### src/rtl/kmdl_pkg.sv
package kmdl_pkg;

   // operation codes carried on the request tuser
   localparam logic [1:0] OP_SCAN         = 2'd0;
   localparam logic [1:0] OP_SET_LAYER    = 2'd1;
   localparam logic [1:0] OP_TOGGLE_LAYER = 2'd2;
   localparam logic [1:0] OP_WRITE_MAP    = 2'd3;

   // control register indexes
   localparam int unsigned CSR_IDX_W = 1;
   localparam logic [CSR_IDX_W-1:0] CSR_SCAN_TICKS     = 1'd0;
   localparam logic [CSR_IDX_W-1:0] CSR_DEBOUNCE_TICKS = 1'd1;
   localparam int unsigned CSR_DATA_W = 16;

   // fixed field widths
   localparam int unsigned KEY_FIELD_W   = 6;
   localparam int unsigned LAYER_FIELD_W = 4;
   localparam int unsigned CODE_W        = 8;
   localparam int unsigned COUNT_W       = 16;
   localparam int unsigned TICKS_W       = 8;
   localparam int unsigned ENTRY_W       = CODE_W + 1;

   typedef enum logic [1:0] {
      ST_CLEAR,
      ST_IDLE,
      ST_KEY,
      ST_WALK
   } state_type;

   // result of one debounce update
   typedef struct packed {
      logic [COUNT_W-1:0] count;
      logic               stable;
      logic               toggled;
   } deb_res_type;

endpackage

### src/rtl/kmdl_debounce.sv
module kmdl_debounce
   import kmdl_pkg::*;
(
   input  logic [COUNT_W-1:0] count,
   input  logic               stable,
   input  logic               raw,
   input  logic [TICKS_W-1:0] scan_ticks,
   input  logic [COUNT_W-1:0] debounce_ticks,
   output deb_res_type        res
);

   logic [COUNT_W:0]   sum;
   logic [COUNT_W-1:0] sum_sat;

   assign sum     = {1'b0, count} + (COUNT_W+1)'(scan_ticks);
   assign sum_sat = sum[COUNT_W] ? {COUNT_W{1'b1}} : sum[COUNT_W-1:0];

   always_comb begin
      res.count   = count;
      res.stable  = stable;
      res.toggled = 1'b0;
      if (raw != stable) begin
         if (sum_sat >= debounce_ticks) begin
            res.count   = '0;
            res.stable  = ~stable;
            res.toggled = 1'b1;
         end else begin
            res.count = sum_sat;
         end
      end
   end

endmodule
### config.mk
export PLATFORM = sky130hd
export DESIGN_NAME = kmdl_debounce
export DESIGN_NICKNAME = d
export VERILOG_FILES = /design/src/rtl/kmdl_pkg.sv /design/src/rtl/kmdl_debounce.sv
export SDC_FILE = /design/constraint.sdc
export NUM_CORES = 1
export LEC_CHECK = 0
export ABC_AREA = 1
export BUFFER_PORTS_ARGS = -buffer_cell sky130_fd_sc_hd__buf_2
export CAP_MARGIN = 20
export CORE_MARGIN = 2
export CORE_UTILIZATION = 40
export DETAILED_ROUTE_END_ITERATION = 8
export GPL_ROUTABILITY_DRIVEN = 0
export GPL_TIMING_DRIVEN = 0
export PLACE_DENSITY_LB_ADDON = 0.12
export SLEW_MARGIN = 20
export SYNTH_ARGS = -nofsm -noshare
export SYNTH_HDL_FRONTEND = slang
export SYNTH_SLANG_ARGS = --single-unit
export TNS_END_PERCENT = 1
### constraint.sdc
create_clock -name vclk -period 3.8
set_clock_uncertainty 0.15 [all_clocks]
set_input_delay 0.57 -clock vclk [all_inputs]
set_output_delay 0.57 -clock vclk [all_outputs]
set_load 0.02 [all_outputs]
# --- After elaboration in Yosys (flattened, before gate mapping) ---
# Cells that the tools add are included.
classes:
  addsub: 1
  n_lt_le_gt_ge: 1
  n_eq_ne: 1
  n_mux: 4
  bitwise_logic: 1
op_table:
  columns: ["op", "n"]
  rows:
  - ["16-bit 2-to-1 mux", 2]
  - ["18-bit 2-to-1 mux", 1]
  - ["16-bit by 8-bit adder with 17-bit output", 1]
  - ["16-bit greater-or-equal comparator", 1]
  - ["2-bit 2-to-1 mux", 1]
  - ["1-bit != test", 1]
  - ["1-bit NOT", 1]
totals:
  register_bits: 0
  inputBits: 42
  output_inout_bits: 18
  wordCells: 8

# --- Longest topological paths before layout ---
depth:
  word_depth: 5
  ltp_mapped: 22
  depth_no_buf: 22

# --- Worst setup path after synthesis ---
# No wires, ideal clock.
synth_path:
  path_type: "input -> output"
  startpoint: "input port count[0]"
  endpoint: "output port res[13] (netlist name)"
  arrival_ns: 3.060
  t_required_ns: 3.080
  setup_slack_ns: 0.020
  stages: 19
  path_buffers: 1
  cell_sequence: "ha_1 > fa_1 > nand2_1 > nand2_1 > nand3_2 > nand2_4 > nand3_4 > buf_6 > nand3_2 > ha_1 > nand2_1 > inv_1 > o21ai_0 > nand2_1 > a21oi_1 > nand3_1 > inv_1 > nand3_1 > nand2_1"
synth_rtl:
  columns: ["item", "line", "rtl"]
  rows:
  - ["start, declared", "kmdl_debounce.sv:4", "input logic [COUNT_W-1:0] count,"]
  - ["end, declared", "kmdl_debounce.sv:9", "output deb_res_type res"]

==> flow_metrics.py <==
metrics = {
    "status": {
        "violations": "setup timing",
        "status": "finished with violations",
    },
    "grt": {
        "overflow": 0,
        "grt_pass1_wl_um": 8030,
        "grt_pass1_vias": 1847,
        "grt_use_total_pct": 22.5,
        "antenna_found_initial": 0,
        "grt_max_degree": 11,
    },
    "min_path": {
        "min_path_type": "input pin to output port",
        "holdPathStages": 4,
        "hp-start": "stable",
        "hold_end": "res[1]",
    },
    "critical_path": {
        "cp_cell_sequence": "buf_6 -> ha_4 -> fa_2 -> nand2_2 -> nand2_4 -> nand3_4 -> nand2_4 -> nand3_4 -> buf_12 -> nand3_4 -> ha_4 -> nand2_2 -> inv_2 -> o21ai_2 -> nand2_1 -> a21oi_2 -> nand3_4 -> inv_6 -> nand3_2 -> nand2_2 -> buf_6",
        "critPathCaptureType": "output port",
        "slowest_delay_ns": 0.34,
        "startpoint": "count[0]",
        "crit_required_ns": 3.08,
        "worstSetupStartpointType": "input pin",
        "cpMostUsedCell": "nand3_4",
        "crit_fanout": 8,
        "cpMaxStageDelayCell": "fa_2",
        "worstPathArrival_ns": 3.18,
        "critPathKind": "input pin to output port",
    },
    "routing": {
        "wl_per_cell_um": 12.0,
        "top_layer_used": "met4",
        "vias_per_cell": 4.84,
        "wl_met3_um": 188,
        "routed_wl_um": 5150,
        "dr.first_iter.drc_count": 73,
        "antenna_left": 0,
        "drc": 0,
        "wl_met2_um": 2620,
        "vias": 2070,
        "first_pass_iters": 5,
        "wl_met1_um": 2290,
    },
    "sta": {
        "tightest_slew_ns": 0.732,
        "finalCriticalPeriod_ns": 3.90,
        "period_share_pct": 103,
        "grt_setup_unrepaired": "true",
        "layout_setup_ws_ns": -0.100,
        "fmax_ghz": 0.256,
        "setup_tns_ns": -1.16,
        "setup_viol": 17,
        "slew_violations": 0,
        "hold_violations": 0,
        "fin_hold_ws_ns": 1.31,
        "slew_headroom_pct": 50.8,
    },
    "floorplanning": {
        "row_count": 23,
        "die_area_sq_mm": 0.00454,
        "start_util_pct": 40.8,
        "die_h_um": 67.4,
        "die_w_um": 67.4,
        "design.core.area_sq_mm": 0.00394,
        "pin_count": 60,
    },
    "placed_design": {
        "place_ws_ns": -0.601,
        "dp_cells": 415,
        "port_buffers": 60,
        "dp.final_hpwl_um": 3690,
        "place_area_sq_mm": 0.00197,
    },
    "power": {
        "p_leak_nw": 1.54,
        "pwr-share-seq_pct": 0,
        "pwr-share-clk_pct": 0,
        "switchingPower_mw": 0.274,
        "sw_frac_of_total_pct": 56.5,
        "power.density_mw_per_mm2": 184,
        "internal-power_mw": 0.211,
        "power_mw": 0.485,
        "pwr-share-comb_pct": 100.0,
        "ir_worst_vdd_v": 0.0000800,
    },
    "final_layout": {
        "final_util_pct": 67.0,
        "nFillCells": 361,
        "diodes": 0,
        "seq_cells": 0,
        "final_layout_size_suffix_gt1_share_pct": 42.3,
        "nets": 447,
        "finalNonFillerCells": 428,
        "nClkBuffers": 0,
        "register_area_sq_um": 0,
        "syn_to_final_growth_pct": 64.4,
        "fin_area_sq_mm": 0.00264,
        "multi_input_area_sq_mm": 0.00175,
    },
    "logic_synthesis": {
        "synth_top_area_share_pct": 27.8,
        "synth_fp_nets": 372,
        "synth_top_area_cell": "nand2_1",
        "yosysUniqueCellTypes": 30,
        "yosys_warnings": 0,
        "syn_area_per_cell_sq_um": 5.27,
        "synth_area_leaders": "nand2_1, ha_1, inv_1, nand3_1, nand3_2",
        "seq_area_frac_synth_pct": 0,
        "synthesis.area_sq_mm": 0.00161,
        "synthCells": 305,
    },
    "flow_run": {
        "max_cap_viol_count": 0,
    },
    "cts": {
        "ctsHoldBuffers": 0,
    },
}
[worst max path at each step]
stage          cells past startpoint       to
6_report                          21  res[16]
5_1_grt                           22  res[16]
4_1_cts                           22   res[2]
3_5_place_dp                      21  res[12]
3_3_place_gp                      21  res[11]
2_1_floorplan                     19  res[13]
[cells in the final DEF, fill, tap and decap left out, drive strengths merged, types with 2 or more instances in the layout]
cell / n
a21o: 2
a21oi: 7
buf: 74
ha: 24
inv: 72
nand2: 126
nand3: 39
nand3b: 2
nand4: 3
nor2: 14
nor3: 2
o21ai: 3
or2: 2
xnor2: 2
[layer usage]
metal,track usage (%),vias up
met1,30.3,921
met5,0,-
met3,0.167,6
met2,42.1,54
li1,-,1089
met4,0.765,0
[repair_timing]
item,4_1_cts,5_1_grt
resized for setup,90,32
cloned,1,0
pin swaps,35,30
setup endpoints to repair,18,18
setup buffers,6,6
[worst max-delay path, delay by kind of cell]
family,cells,cell delay [ns]
buffers and inverters,5,0.54
and+or+nand+nor,11,0.98
adders and majority gates,3,0.76
AOI/OAI and AO/OA,2,0.30
[cell usage after synthesis (all sizes together)]
cell    count
xor2        1
o22ai       1
clkbuf      1
a21boi      1
a21oi       7
or2         2
nand4       3
nand3b      2
nor2       14
inv        72
ha         24
nor3        2
buf         2
xnor2       2
o21ai       3
and2        1
nand2     125
fa          1
a21o        2
nand3      39
[logic make-up (layout without fill, tap and decap cells)]
| group | after synthesis | after routing | share of synthesized area (%) |
|---|---|---|---|
| AND/OR/NAND/NOR | 188 | 189 | 55.3 |
| buffers and inverters | 75 | 147 | 18.1 |
| XOR/XNOR | 3 | 3 | 1.63 |
| AO/OA/AOI/OAI | 14 | 14 | 5.14 |
| adder cells (fa/ha/maj) | 25 | 25 | 19.9 |
[layout make-up]
class,count,share of cell area [%]
Multi-Input combinational cell,231,66.2
Buffer,3,1.09
Inverter,72,10.4
Timing Repair Buffer,72,19.9
Tap cell,50,2.37
[power groups by stage]
stage	registers [mW]	logic (mW)	clock network, mW
after floorplan	0	0.237	0
after detailed placement	0	0.336	0
after CTS	0	0.438	0
after global routing	0	0.534	0
after global placement	0	0.331	0
final	0	0.485	0
(Power assumes the default switching activity.)
